==> config.mk <==
export PLATFORM = sky130hd
export DESIGN_NAME = lru_page_tracker_top
export DESIGN_NICKNAME = d
export VERILOG_FILES = /design/src/design/lpt_pkg.sv /design/src/design/lpt_ram.sv /design/src/design/lpt_ctrl.sv /design/src/design/lru_page_tracker_top.sv
export SDC_FILE = /design/constraint.sdc
export NUM_CORES = 1
export LEC_CHECK = 0
export BUFFER_PORTS_ARGS = -buffer_cell sky130_fd_sc_hd__clkbuf_2
export CAP_MARGIN = 20
export CORE_UTILIZATION = 50
export CTS_BUF_LIST = sky130_fd_sc_hd__clkbuf_16
export DETAILED_ROUTE_END_ITERATION = 7
export PLACE_DENSITY = 0.66
export SLEW_MARGIN = 20
export SYNTH_ARGS = -nofsm -noshare
export SYNTH_HDL_FRONTEND = slang
export SYNTH_SLANG_ARGS = --single-unit
export TNS_END_PERCENT = 100
==> constraint.sdc <==
create_clock -name clk -period 11.8 [get_ports clk]
set_input_delay 1.77 -clock clk [delete_from_list [all_inputs] [get_ports clk]]
set_output_delay 1.77 -clock clk [all_outputs]
set_load 0.03 [all_outputs]
==> src/design/lpt_pkg.sv <==
// Shared constants and types for the LRU page tracker.
// No dependencies; used by lpt_ctrl and lru_page_tracker_top.
package lpt_pkg;

  // Default configuration
  localparam int CAPACITY_DEF  = 32;
  localparam int PAGE_BITS_DEF = 16;

  // Fixed field widths on the stream ports
  localparam int IN_PAGE_W   = 16;
  localparam int EVICT_W     = 16;
  localparam int OCC_W       = 6;
  localparam int IN_TDATA_W  = 16;
  localparam int OUT_TDATA_W = 24;
  localparam int OUT_TUSER_W = 2;

  // One result item from the sequencer to the output register
  typedef struct packed {
    logic               hit;
    logic               evict_valid;
    logic [EVICT_W-1:0] evict_page;
    logic [OCC_W-1:0]   occupancy;
  } lpt_result_t;

endpackage

==> src/design/lpt_ram.sv <==
// Single-port-write, single-port-read page store with registered read data.
// No dependencies; instantiated by lru_page_tracker_top.
module lpt_ram #(
  parameter int DEPTH  = 32,
  parameter int WIDTH  = 16,
  parameter int ADDR_W = $clog2(DEPTH)
) (
  input  logic              clk,
  input  logic              rd_en,
  input  logic [ADDR_W-1:0] rd_addr,
  output logic [WIDTH-1:0]  rd_data,
  input  logic              wr_en,
  input  logic [ADDR_W-1:0] wr_addr,
  input  logic [WIDTH-1:0]  wr_data
);

  logic [WIDTH-1:0] mem [DEPTH];
  logic [WIDTH-1:0] rd_data_r;

  always_ff @(posedge clk) begin
    if (wr_en) begin
      mem[wr_addr] <= wr_data;
    end
  end

  always_ff @(posedge clk) begin
    if (rd_en) begin
      rd_data_r <= mem[rd_addr];
    end
  end

  assign rd_data = rd_data_r;

endmodule

==> src/design/lpt_ctrl.sv <==
// Scan/shift sequencer for the LRU page tracker: one compare unit walks the
// page store one entry a cycle. Depends on lpt_pkg; drives lpt_ram.
module lpt_ctrl #(
  parameter int CAPACITY  = lpt_pkg::CAPACITY_DEF,
  parameter int PAGE_BITS = lpt_pkg::PAGE_BITS_DEF,
  parameter int IDX_W     = $clog2(CAPACITY),
  parameter int CNT_W     = $clog2(CAPACITY + 1)
) (
  input  logic                 clk,
  input  logic                 rst_n,
  // request side
  input  logic                 start,
  input  logic [PAGE_BITS-1:0] start_page,
  output logic                 idle,
  // result side
  input  logic                 res_ready,
  output logic                 res_valid,
  output lpt_pkg::lpt_result_t res,
  // page store
  output logic                 rd_en,
  output logic [IDX_W-1:0]     rd_addr,
  input  logic [PAGE_BITS-1:0] rd_data,
  output logic                 wr_en,
  output logic [IDX_W-1:0]     wr_addr,
  output logic [PAGE_BITS-1:0] wr_data
);

  typedef enum logic [1:0] {
    ST_IDLE,
    ST_SCAN,
    ST_DONE
  } state_t;

  state_t               state_r, state_nxt;
  logic [PAGE_BITS-1:0] page_r, page_nxt;
  logic [CNT_W-1:0]     fill_r, fill_nxt;
  logic [CNT_W-1:0]     iss_r, iss_nxt;
  logic                 rd_vld_r, rd_vld_nxt;
  logic [IDX_W-1:0]     rd_idx_r, rd_idx_nxt;
  logic                 shift_r, shift_nxt;
  logic                 hit_r, hit_nxt;
  logic                 evict_r, evict_nxt;
  logic [PAGE_BITS-1:0] ev_page_r, ev_page_nxt;
  logic                 match;
  logic [CNT_W-1:0]     occ_new;

  assign idle  = (state_r == ST_IDLE);
  assign match = !evict_r && (rd_data == page_r);

  always_comb begin
    state_nxt   = state_r;
    page_nxt    = page_r;
    fill_nxt    = fill_r;
    iss_nxt     = iss_r;
    rd_vld_nxt  = 1'b0;
    rd_idx_nxt  = rd_idx_r;
    shift_nxt   = shift_r;
    hit_nxt     = hit_r;
    evict_nxt   = evict_r;
    ev_page_nxt = ev_page_r;
    rd_en       = 1'b0;
    rd_addr     = iss_r[IDX_W-1:0];
    wr_en       = 1'b0;
    wr_addr     = IDX_W'(rd_idx_r - 1'b1);
    wr_data     = rd_data;
    res_valid   = 1'b0;
    occ_new     = fill_r;

    case (state_r)
      ST_IDLE: begin
        if (start) begin
          page_nxt  = start_page;
          iss_nxt   = '0;
          shift_nxt = 1'b0;
          hit_nxt   = 1'b0;
          evict_nxt = 1'b0;
          state_nxt = ST_SCAN;
        end
      end

      ST_SCAN: begin
        // issue side: one read per cycle over the resident entries
        if (iss_r < fill_r) begin
          rd_en      = 1'b1;
          rd_vld_nxt = 1'b1;
          rd_idx_nxt = iss_r[IDX_W-1:0];
          iss_nxt    = iss_r + 1'b1;
        end else if (!rd_vld_r) begin
          state_nxt = ST_DONE;
        end
        // data side: compare, then move every later entry down by one
        if (rd_vld_r) begin
          if (shift_r) begin
            wr_en = 1'b1;
          end else if (match) begin
            shift_nxt = 1'b1;
            hit_nxt   = 1'b1;
          end else if (evict_r) begin
            ev_page_nxt = rd_data;
            shift_nxt   = 1'b1;
          end
        end
      end

      ST_DONE: begin
        wr_data = page_r;
        if (shift_r) begin
          // hit or eviction pass: new page goes to the most recent end
          if (res_ready) begin
            wr_en     = 1'b1;
            wr_addr   = IDX_W'(fill_r - 1'b1);
            res_valid = 1'b1;
            state_nxt = ST_IDLE;
          end
        end else if (fill_r < CNT_W'(CAPACITY)) begin
          if (res_ready) begin
            wr_en     = 1'b1;
            wr_addr   = IDX_W'(fill_r);
            occ_new   = fill_r + 1'b1;
            fill_nxt  = occ_new;
            res_valid = 1'b1;
            state_nxt = ST_IDLE;
          end
        end else begin
          // miss on a full set: run a second pass that drops entry zero
          evict_nxt = 1'b1;
          iss_nxt   = '0;
          state_nxt = ST_SCAN;
        end
      end

      default: begin
        state_nxt = ST_IDLE;
      end
    endcase
  end

  always_comb begin
    res.hit         = hit_r;
    res.evict_valid = evict_r;
    res.evict_page  = evict_r ? lpt_pkg::EVICT_W'(ev_page_r) : '0;
    res.occupancy   = lpt_pkg::OCC_W'(occ_new);
  end

  always_ff @(posedge clk) begin
    if (!rst_n) begin
      state_r  <= ST_IDLE;
      fill_r   <= '0;
      iss_r    <= '0;
      rd_vld_r <= 1'b0;
      shift_r  <= 1'b0;
      hit_r    <= 1'b0;
      evict_r  <= 1'b0;
    end else begin
      state_r  <= state_nxt;
      fill_r   <= fill_nxt;
      iss_r    <= iss_nxt;
      rd_vld_r <= rd_vld_nxt;
      shift_r  <= shift_nxt;
      hit_r    <= hit_nxt;
      evict_r  <= evict_nxt;
    end
  end

  always_ff @(posedge clk) begin
    page_r    <= page_nxt;
    rd_idx_r  <= rd_idx_nxt;
    ev_page_r <= ev_page_nxt;
  end

`ifndef SYNTH
  a_fill_bound: assert property (@(posedge clk) disable iff (!rst_n)
    fill_r <= CNT_W'(CAPACITY))
    else $error("fill level above capacity");

  a_evict_full: assert property (@(posedge clk) disable iff (!rst_n)
    (evict_r && !idle) |-> (fill_r == CNT_W'(CAPACITY)))
    else $error("eviction pass with free room");

  a_hit_no_evict: assert property (@(posedge clk) disable iff (!rst_n)
    res_valid |-> !(res.hit && res.evict_valid))
    else $error("result flags both hit and eviction");

  a_wr_in_range: assert property (@(posedge clk) disable iff (!rst_n)
    wr_en |-> (CNT_W'(wr_addr) < CNT_W'(CAPACITY)))
    else $error("page store write out of range");

  a_shift_addr: assert property (@(posedge clk) disable iff (!rst_n)
    (state_r == ST_SCAN && wr_en) |-> (rd_idx_r != '0))
    else $error("shift write below entry zero");
`endif

endmodule

==> src/design/lru_page_tracker_top.sv <==
// Top level of the LRU page tracker: stream ports, page store, sequencer and
// output register. Depends on lpt_pkg, lpt_ram and lpt_ctrl.
//
// Keeps up to CAPACITY page numbers in recency order and answers each page
// reference with one result: hit, eviction flag, evicted page and the
// occupancy after the reference. A single comparator walks the page store,
// one entry per cycle, and moves the entries behind a hit down one place
// in the same walk. A miss on a full set adds a second walk that drops the
// oldest page. The page store's single read and single write port set the
// pace of each walk, and a result that cannot leave the output register
// holds the sequencer until it does. The block takes one reference at a
// time; a finished result waits in the output register while the next
// reference is accepted. Page bits above PAGE_BITS are ignored.
module lru_page_tracker_top #(
  parameter int CAPACITY  = lpt_pkg::CAPACITY_DEF,
  parameter int PAGE_BITS = lpt_pkg::PAGE_BITS_DEF
) (
  input  logic                            clk,
  input  logic                            rst_n,
  // in_tdata: [15:0] page
  input  logic                            in_tvalid,
  output logic                            in_tready,
  input  logic [lpt_pkg::IN_TDATA_W-1:0]  in_tdata,
  // out_tdata: [15:0] evict_page, [21:16] occupancy, [23:22] zero
  // out_tuser: [0] hit, [1] evict_valid
  output logic                            out_tvalid,
  input  logic                            out_tready,
  output logic [lpt_pkg::OUT_TDATA_W-1:0] out_tdata,
  output logic [lpt_pkg::OUT_TUSER_W-1:0] out_tuser
);

  localparam int IDX_W = $clog2(CAPACITY);
  localparam int CNT_W = $clog2(CAPACITY + 1);

  logic                 idle;
  logic                 start;
  logic                 res_ready;
  logic                 res_valid;
  lpt_pkg::lpt_result_t res;
  lpt_pkg::lpt_result_t out_r;
  logic                 out_vld_r;
  logic                 rd_en;
  logic [IDX_W-1:0]     rd_addr;
  logic [PAGE_BITS-1:0] rd_data;
  logic                 wr_en;
  logic [IDX_W-1:0]     wr_addr;
  logic [PAGE_BITS-1:0] wr_data;

  assign in_tready = idle;
  assign start     = in_tvalid && idle;
  assign res_ready = !out_vld_r || out_tready;

  lpt_ram #(
    .DEPTH  (CAPACITY),
    .WIDTH  (PAGE_BITS),
    .ADDR_W (IDX_W)
  ) u_ram (
    .clk     (clk),
    .rd_en   (rd_en),
    .rd_addr (rd_addr),
    .rd_data (rd_data),
    .wr_en   (wr_en),
    .wr_addr (wr_addr),
    .wr_data (wr_data)
  );

  lpt_ctrl #(
    .CAPACITY  (CAPACITY),
    .PAGE_BITS (PAGE_BITS),
    .IDX_W     (IDX_W),
    .CNT_W     (CNT_W)
  ) u_ctrl (
    .clk        (clk),
    .rst_n      (rst_n),
    .start      (start),
    .start_page (PAGE_BITS'(in_tdata[lpt_pkg::IN_PAGE_W-1:0])),
    .idle       (idle),
    .res_ready  (res_ready),
    .res_valid  (res_valid),
    .res        (res),
    .rd_en      (rd_en),
    .rd_addr    (rd_addr),
    .rd_data    (rd_data),
    .wr_en      (wr_en),
    .wr_addr    (wr_addr),
    .wr_data    (wr_data)
  );

  // Output register: hold the result until the transfer completes
  always_ff @(posedge clk) begin
    if (!rst_n) begin
      out_vld_r <= 1'b0;
    end else if (res_valid) begin
      out_vld_r <= 1'b1;
    end else if (out_tready) begin
      out_vld_r <= 1'b0;
    end
  end

  always_ff @(posedge clk) begin
    if (res_valid) begin
      out_r <= res;
    end
  end

  assign out_tvalid = out_vld_r;
  assign out_tdata  = {2'b00, out_r.occupancy, out_r.evict_page};
  assign out_tuser  = {out_r.evict_valid, out_r.hit};

endmodule

* Word-level counts from Yosys, hierarchy flattened
Memory sizes are Yosys's and may differ from the RTL's. A register that Yosys moved wholly into a read port is not among the register bits.
Index checks and enable logic that the tools add are counted.
** Operators by class
- Eq/ne operators :: 12
- Multiplexer cells :: 48
- Add/subtract/negate cells :: 4
- Bitwise operators :: 2
- Magnitude comparators :: 2
- Reductions and logical operators :: 18
** Operators by type and width (count)
- 6-bit 2-to-1 mux :: 8
- 5-bit 2-to-1 mux :: 5
- 1-bit 2-to-1 mux :: 22
- 6-bit case mux with 3 select lines :: 1
- 16-bit equality test :: 1
- 16-bit 2-to-1 mux :: 1
- 5-bit AND reduction :: 3
- 6-bit by 1-bit adder with 6-bit output (second input constant) :: 2
- 2-bit 2-to-1 mux :: 6
- 2-bit inequality test (second input constant) :: 5
- 5-bit by 1-bit subtractor with 5-bit output (second input constant) :: 2
- 2-bit by 1-bit inequality test with 1-bit output (second input constant) :: 4
- 1-bit case mux with 2 select lines :: 4
- 6-bit < comparator :: 1
- 6-bit < comparator (second input constant) :: 1
- 2-bit case mux with 3 select lines :: 1
- 3-bit AND reduction :: 2
- 2-bit nonzero test :: 3
- 2-bit AND reduction :: 2
- 4-bit AND reduction :: 1
- 3-bit nonzero test :: 1
- 2-bit by 1-bit equality test with 1-bit output (second input constant) :: 1
- 2-bit equality test (second input constant) :: 1
- 1-bit logical AND :: 2
- other kinds (4) :: 6
** Word-level totals
- Memories kept :: 1
- Register bits after elaboration :: 80
- Bits in writable memories :: 512
- Logic and storage cells :: 102
- Output and inout bits :: 28
- Input bits :: 20
** Memories
- u_ram.mem :: words 32, bits a word 16, read ports 1, clocked after memory_dff 1, write ports 1, RTL line lpt_ram.sv:17 : logic [WIDTH-1:0] mem [DEPTH];

* Longest topological paths before layout
- Depth in word-level cells :: 8
- Mapped depth :: 10

* Modules after synthesis
A second synthesis with hierarchy kept.
** Second synthesis, totals
- Cell total of the unflattened synthesis :: 1457
- Area, all modules :: 24606.1 um^2
** Modules (own cells, without submodules)
- lpt_ram :: cells each 1143, sequential area each 15855.2 um^2, instances 1, area an instance 20694.8 um^2
- lpt_ctrl :: cells each 282, sequential area each 1471.4 um^2, instances 1, area an instance 3116.7 um^2
- lru_page_tracker_top :: cells each 32, sequential area each 740.7 um^2, instances 1, area an instance 794.5 um^2

* Worst setup path before layout
OpenSTA, ideal clock, no wires.
- Path type :: input port to flip-flop
- From :: input port out_tready
- To :: memory u_ram.mem[20][0] (enable)
- Path slack :: 6666 ps
- Data required time :: 11370 ps
- Arrival :: 4704 ps
- Stages :: 8
- Buffers on the path :: 2
- Library setup time :: 430 ps
- Cells stage by stage :: nand2b_1 -> buf_2 -> nand3_2 -> inv_2 -> o221a_2 -> or3_1 -> buf_2 -> nor4_1
** Between the ends
- Cells in the longest elaborated chain, start to end :: 7
** Ends and longest elaborated chain
- start, declared :: RTL line lru_page_tracker_top.sv:27 : input logic out_tready,
- 1-bit logical OR * :: RTL line lru_page_tracker_top.sv:51 : assign res_ready = !out_vld_r || out_tready;
- 1-bit 2-to-1 mux :: RTL line lpt_ctrl.sv:109, lpt_ctrl.sv:116
- 1-bit 2-to-1 mux :: RTL line lpt_ctrl.sv:115 : end else if (fill_r < CNT_W'(CAPACITY)) begin
- 1-bit 2-to-1 mux :: RTL line lpt_ctrl.sv:107 : if (shift_r) begin
- 1-bit case mux with 2 select lines :: RTL line lpt_ctrl.sv:69 : case (state_r)
- 1-bit 2-to-1 mux :: RTL line lpt_ram.sv:21 : if (wr_en) begin
- 1-bit 2-to-1 mux (implied by the code) :: RTL line lpt_ram.sv:22 : mem[wr_addr] <= wr_data;
- end, declared :: RTL line lpt_ram.sv:17
Every way passes the cells marked *; elsewhere a longest branch is shown, timed or not.

* Final worst setup path
- From :: input port out_tready
- To :: memory u_ram.mem[8][0] (enable)
Same word-level chain as after synthesis.

==> qor.log <==
qor: yosys.synthFlopType sky130_fd_sc_hd__edfxtp_1
qor: power_and_ir_drop.power_per_cell_area 164.3 nW/µm²
qor: yosys.proportion_of_synthesized_chip_area_in_sequential_cells 74.59%
qor: setup_path.timing.critical_path.to_type flip-flop
qor: route.vias_per_cell 5.921
qor: route.wirelength 52,210 µm
qor: clocking.cts_made_buffers 59
qor: route.routed_wire_length_per_instance 26.47 µm
qor: clocking.clock_tree_from_tritoncts built
qor: cells_and_area.drive_above_1_share 29.18%
qor: clocking.h_tree_levels 2
qor: timing.timing.hold.ws 0.4293 ns
qor: setup_path.crit-reg2reg-capture u_ram.rd_data[7]$_DFFE_PN_
qor: worst_hold_path.hold_start u_ctrl.hit_r$_SDFFE_PN0P_
qor: setup_path.crit_path_launch_type input port
qor: timing.finalCritPeriodShare 37.35%
qor: yosys.synthesis.area_per_instance 19.60 µm²
qor: power_and_ir_drop.switching_share 21.37%
qor: worst_hold_path.timing.hold.worst_path_depth 0
qor: yosys.number_of_standard_cells_after_synthesis 1,236
qor: setup_path.timing.critical_path.buf_inv 2
qor: setup_path.regToRegStartpoint u_ctrl.iss_r[1]$_SDFFE_PN0P_
qor: timing.finalClockSkew 0.02030 ns
qor: setup_path.max_stage_delay 0.92 ns
qor: cells_and_area.fillers 3,464
qor: cells_and_area.multi_input_comb_area 5922 µm²
qor: yosys.yosys_register_bits 608
qor: grt.aggregate_global_route_resource_usage 21.61%
qor: timing.slew_viol_final 0
qor: clocking.cts_hold_buffers 0
qor: die.die_height 222.1 µm
qor: clocking.cts_root_buffer sky130_fd_sc_hd__clkbuf_16
qor: route.initialDrtViolationCount 1,102
qor: placement.dp.final_hpwl 31,570 µm
qor: cells_and_area.final_cell_mix sky130_fd_sc_hd__edfxtp_1 (589), sky130_fd_sc_hd__mux4_2 (104), sky130_fd_sc_hd__mux2_2 (80), sky130_fd_sc_hd__clkbuf_16 (61), sky130_fd_sc_hd__clkbuf_2 (45)
qor: route.drt_drc_violations_left 0
qor: setup_path.worstSetupPathType input port to flip-flop
qor: yosys.synth_area 24,220 µm²
qor: worst_hold_path.hold_end out_tuser[0]$_DFFE_PP_
qor: yosys.synth_cell_type_count 59
qor: timing.grt_setup_unrepaired no
qor: cells_and_area.layout.cell_area.non_filler 27,260 µm²
qor: power_and_ir_drop.pwr-share-seq 54.3%
qor: setup_path.sequence_of_cells_on_the_critical_path clkbuf_2, nand2b_1, nand3_2, inv_2, o221ai_1, or3_1, nor4_4
qor: yosys.async_s_r_ff_share_synth 0%
qor: cells_and_area.seq_area 18,080 µm²
qor: timing.timing_worst_slew_pin_value 1.107 ns
qor: die.rows 80
qor: clocking.clk_transition_reported_paths 0.06 ns
qor: clocking.clock_sink_count 608
qor: setup_path.required 12.02 ns
qor: clocking.post-cts-setup-buffer-count 0
qor: grt.global_route_wire_length_before_repair 77,270 µm
qor: placement.gpl.final_weighted_congestion 0.8443
qor: timing.setup_total_negative_slack 0 ns
qor: power_and_ir_drop.power_leakage 8.395 nW
qor: timing.fmax 226.9 MHz
qor: cells_and_area.syn2layout_area_growth 12.54%
qor: yosys.netlist.area_leader.share 73.02%
qor: clocking.worst_skew_pair.late_latency 0.62 ns
qor: yosys.synth_edf_count 589
qor: die.core_area 47,750 µm²
qor: setup_path.reg2regPathDepth 6
qor: timing.finalSetupViolCount 0
qor: clocking.post_cts.resized_instances 0
qor: run_status.status finished clean
qor: power_and_ir_drop.worst_ir_drop_vdd 0.1182 mV
qor: grt.overflow_after_grt 0
qor: yosys.ys_warn_count 0
qor: timing.post-route-min-period 4.407 ns
qor: power_and_ir_drop.clkPwrFrac 40.9%
qor: placement.io_buffer_count 45
qor: setup_path.cpLargestDelayFamily simple AND/OR/NAND/NOR gates
qor: timing.final_critical_path_setup_slack 7.393 ns
qor: setup_path.crit_fanout 28
qor: yosys.synth_area_leaders sky130_fd_sc_hd__edfxtp_1 (73%), sky130_fd_sc_hd__mux4_2 (9.7%), sky130_fd_sc_hd__mux2_2 (3.7%), sky130_fd_sc_hd__dfxtp_1 (1.6%), sky130_fd_sc_hd__mux2i_1 (1.2%)
qor: cells_and_area.layout.cells.most_common sky130_fd_sc_hd__edfxtp_1
qor: run.maxCapViolations 0
qor: power_and_ir_drop.share_comb_of_total_power 4.8%
qor: grt.first_global_vias 11,811
qor: clocking.cts.path.max_buffers 3
qor: power_and_ir_drop.power.net_switching 0.0009569 W
qor: yosys.netlist.top_cell.by_area sky130_fd_sc_hd__edfxtp_1
qor: die.floorplan.io_pins 48
qor: route.drtPass1Iterations 5
qor: placement.place_ws 6.662 ns
qor: die.die_w 222.1 µm
qor: placement.placed_area 25,340 µm²
qor: cells_and_area.num-nets-final 1,342
qor: cells_and_area.antenna_cells_inserted 0
qor: grt.grt_antenna_before_repair 1
qor: power_and_ir_drop.internal_pwr_total 0.003521 W
qor: grt.grt_start_max_net_pins 65
qor: timing.timing.slew.headroom 25.63%
qor: setup_path.worst_path_max_delay_cell sky130_fd_sc_hd__nor4_4
qor: route.detailroute.via_count 11,676
qor: setup_path.timing.critical_path.arrival 4.63 ns
qor: die.start_util 50.73%
qor: worst_hold_path.hold_class flip-flop to flip-flop
qor: die.design.die.area 49,330 µm²
qor: setup_path.ff2ff_setup_slack 7.80 ns
qor: timing.final-hold-violation-count 0
qor: route.antenna_violating_nets_post_route 0
## Yosys cell counts, types with 3 or more instances
cell type,number
sky130_fd_sc_hd__and2_1,25
sky130_fd_sc_hd__buf_4,8
sky130_fd_sc_hd__nand2_1,31
sky130_fd_sc_hd__xnor2_1,7
sky130_fd_sc_hd__o21ai_0,26
sky130_fd_sc_hd__mux2_2,80
sky130_fd_sc_hd__ha_1,13
sky130_fd_sc_hd__and3_1,3
sky130_fd_sc_hd__or3_1,6
sky130_fd_sc_hd__edfxtp_1,589
sky130_fd_sc_hd__nand4_1,5
sky130_fd_sc_hd__nand3_1,8
sky130_fd_sc_hd__clkbuf_1,25
sky130_fd_sc_hd__or4_1,3
sky130_fd_sc_hd__o22ai_1,12
sky130_fd_sc_hd__inv_1,17
sky130_fd_sc_hd__nor3b_1,3
sky130_fd_sc_hd__mux2i_1,28
sky130_fd_sc_hd__a21boi_0,5
sky130_fd_sc_hd__nor3_1,17
sky130_fd_sc_hd__a2111oi_0,12
sky130_fd_sc_hd__mux4_2,104
sky130_fd_sc_hd__buf_1,3
sky130_fd_sc_hd__dfxtp_1,19
sky130_fd_sc_hd__buf_2,33
sky130_fd_sc_hd__a22oi_1,12
sky130_fd_sc_hd__a21oi_1,26
sky130_fd_sc_hd__nor2_1,5
sky130_fd_sc_hd__o22a_1,4
sky130_fd_sc_hd__nor4_1,15
sky130_fd_sc_hd__xor2_1,16
sky130_fd_sc_hd__nand2b_1,8
sky130_fd_sc_hd__o21ai_1,3
sky130_fd_sc_hd__nor4_2,6
sky130_fd_sc_hd__a211oi_1,14
sky130_fd_sc_hd__nor2b_1,16
## power groups by stage
stage	Clock, W	Sequential (W)	Combinational (W)
after detailed placement	0	0.00248	0.000214
after floorplan	0	0.00248	0.000118
after global placement	0	0.00248	0.000208
after global routing	0.00194	0.00243	0.000229
after CTS	0.00186	0.00243	0.000214
final	0.00183	0.00243	0.000213
## metal layers
| metal | track usage, % | routed length (µm) | vias to the layer above |
|---|---|---|---|
| met5 | 0 | 0 | - |
| met4 | 8.042 | 1838 | 0 |
| met3 | 4.148 | 3186 | 91 |
| met2 | 33.97 | 24800 | 388 |
| met1 | 30.23 | 22390 | 6011 |
| li1 | - | - | 5186 |
## sequential cells by signal, indices dropped and copies added (netlist names)
signal / flops
u_ram.mem: 512
out_tdata: 22
u_ctrl.ev_page_r: 16
u_ctrl.page_r: 16
u_ram.rd_data: 16
u_ctrl.fill_r: 6
u_ctrl.iss_r: 6
u_ctrl.rd_idx_r: 5
out_tuser: 2
u_ctrl.state_r: 2
out_tvalid: 1
u_ctrl.evict_r: 1
u_ctrl.hit_r: 1
u_ctrl.rd_vld_r: 1
u_ctrl.shift_r: 1
## per-stage QoR
| step | std cells | util, % | total power [W] |
|---|---|---|---|
| 3_5_place_dp | 1861 | 53.08 | 0.002691 |
| 6_report | 1972 | 57.09 | 0.004478 |
| 3_3_place_gp | 1859 | 53.03 | 0.002685 |
| 2_1_floorplan | 1237 | - | 0.002600 |
| 5_1_grt | 1972 | 57.09 | 0.004601 |
| 4_1_cts | 1970 | 57.04 | 0.004507 |
## worst max-delay path by stage
stage                                  end       start  cells after the start  slack, ns
4_1_cts        u_ram.mem[16][11]$_DFFE_PP_  out_tready                      7       7.31
3_3_place_gp   u_ram.mem[16][11]$_DFFE_PP_  out_tready                      7       6.77
6_report         u_ram.mem[8][0]$_DFFE_PP_  out_tready                      7       7.39
2_1_floorplan   u_ram.mem[20][0]$_DFFE_PP_  out_tready                      8       6.67
3_5_place_dp   u_ram.mem[16][11]$_DFFE_PP_  out_tready                      7       6.66
5_1_grt          u_ram.mem[8][6]$_DFFE_PP_  out_tready                      7       7.18
## area by class of cell
type | count | share of cell area (%)
Sequential cell | 608 | 66.34
Multi-Input combinational cell | 538 | 21.73
Clock buffer | 61 | 5.600
Tap cell | 615 | 2.823
Timing Repair Buffer | 83 | 1.914
Clock inverter | 48 | 1.336
Inverter | 19 | 0.2616
## worst register-to-register path, delay by kind of cell (launching register included)
| kind | cells | cell delay (ns) |
|---|---|---|
| buffers and inverters | 2 | 1.54 |
| multiplexers | 2 | 0.98 |
| AO/OA/AOI/OAI | 2 | 0.66 |
| flip-flops | 1 | 0.52 |
## kinds of logic after synthesis
family / Yosys count / synth area share [%]
adders and majority gates: 13 / 0.6716
buffers and inverters: 91 / 1.782
AOI/OAI and AO/OA: 130 / 3.632
muxes: 212 / 14.55
other: 1 / 0.01548
DFF: 608 / 74.59
and+or+nand+nor: 158 / 3.926
xor gates and xnor gates: 23 / 0.8317
No activity file was read; power rests on OpenSTA's default activity.
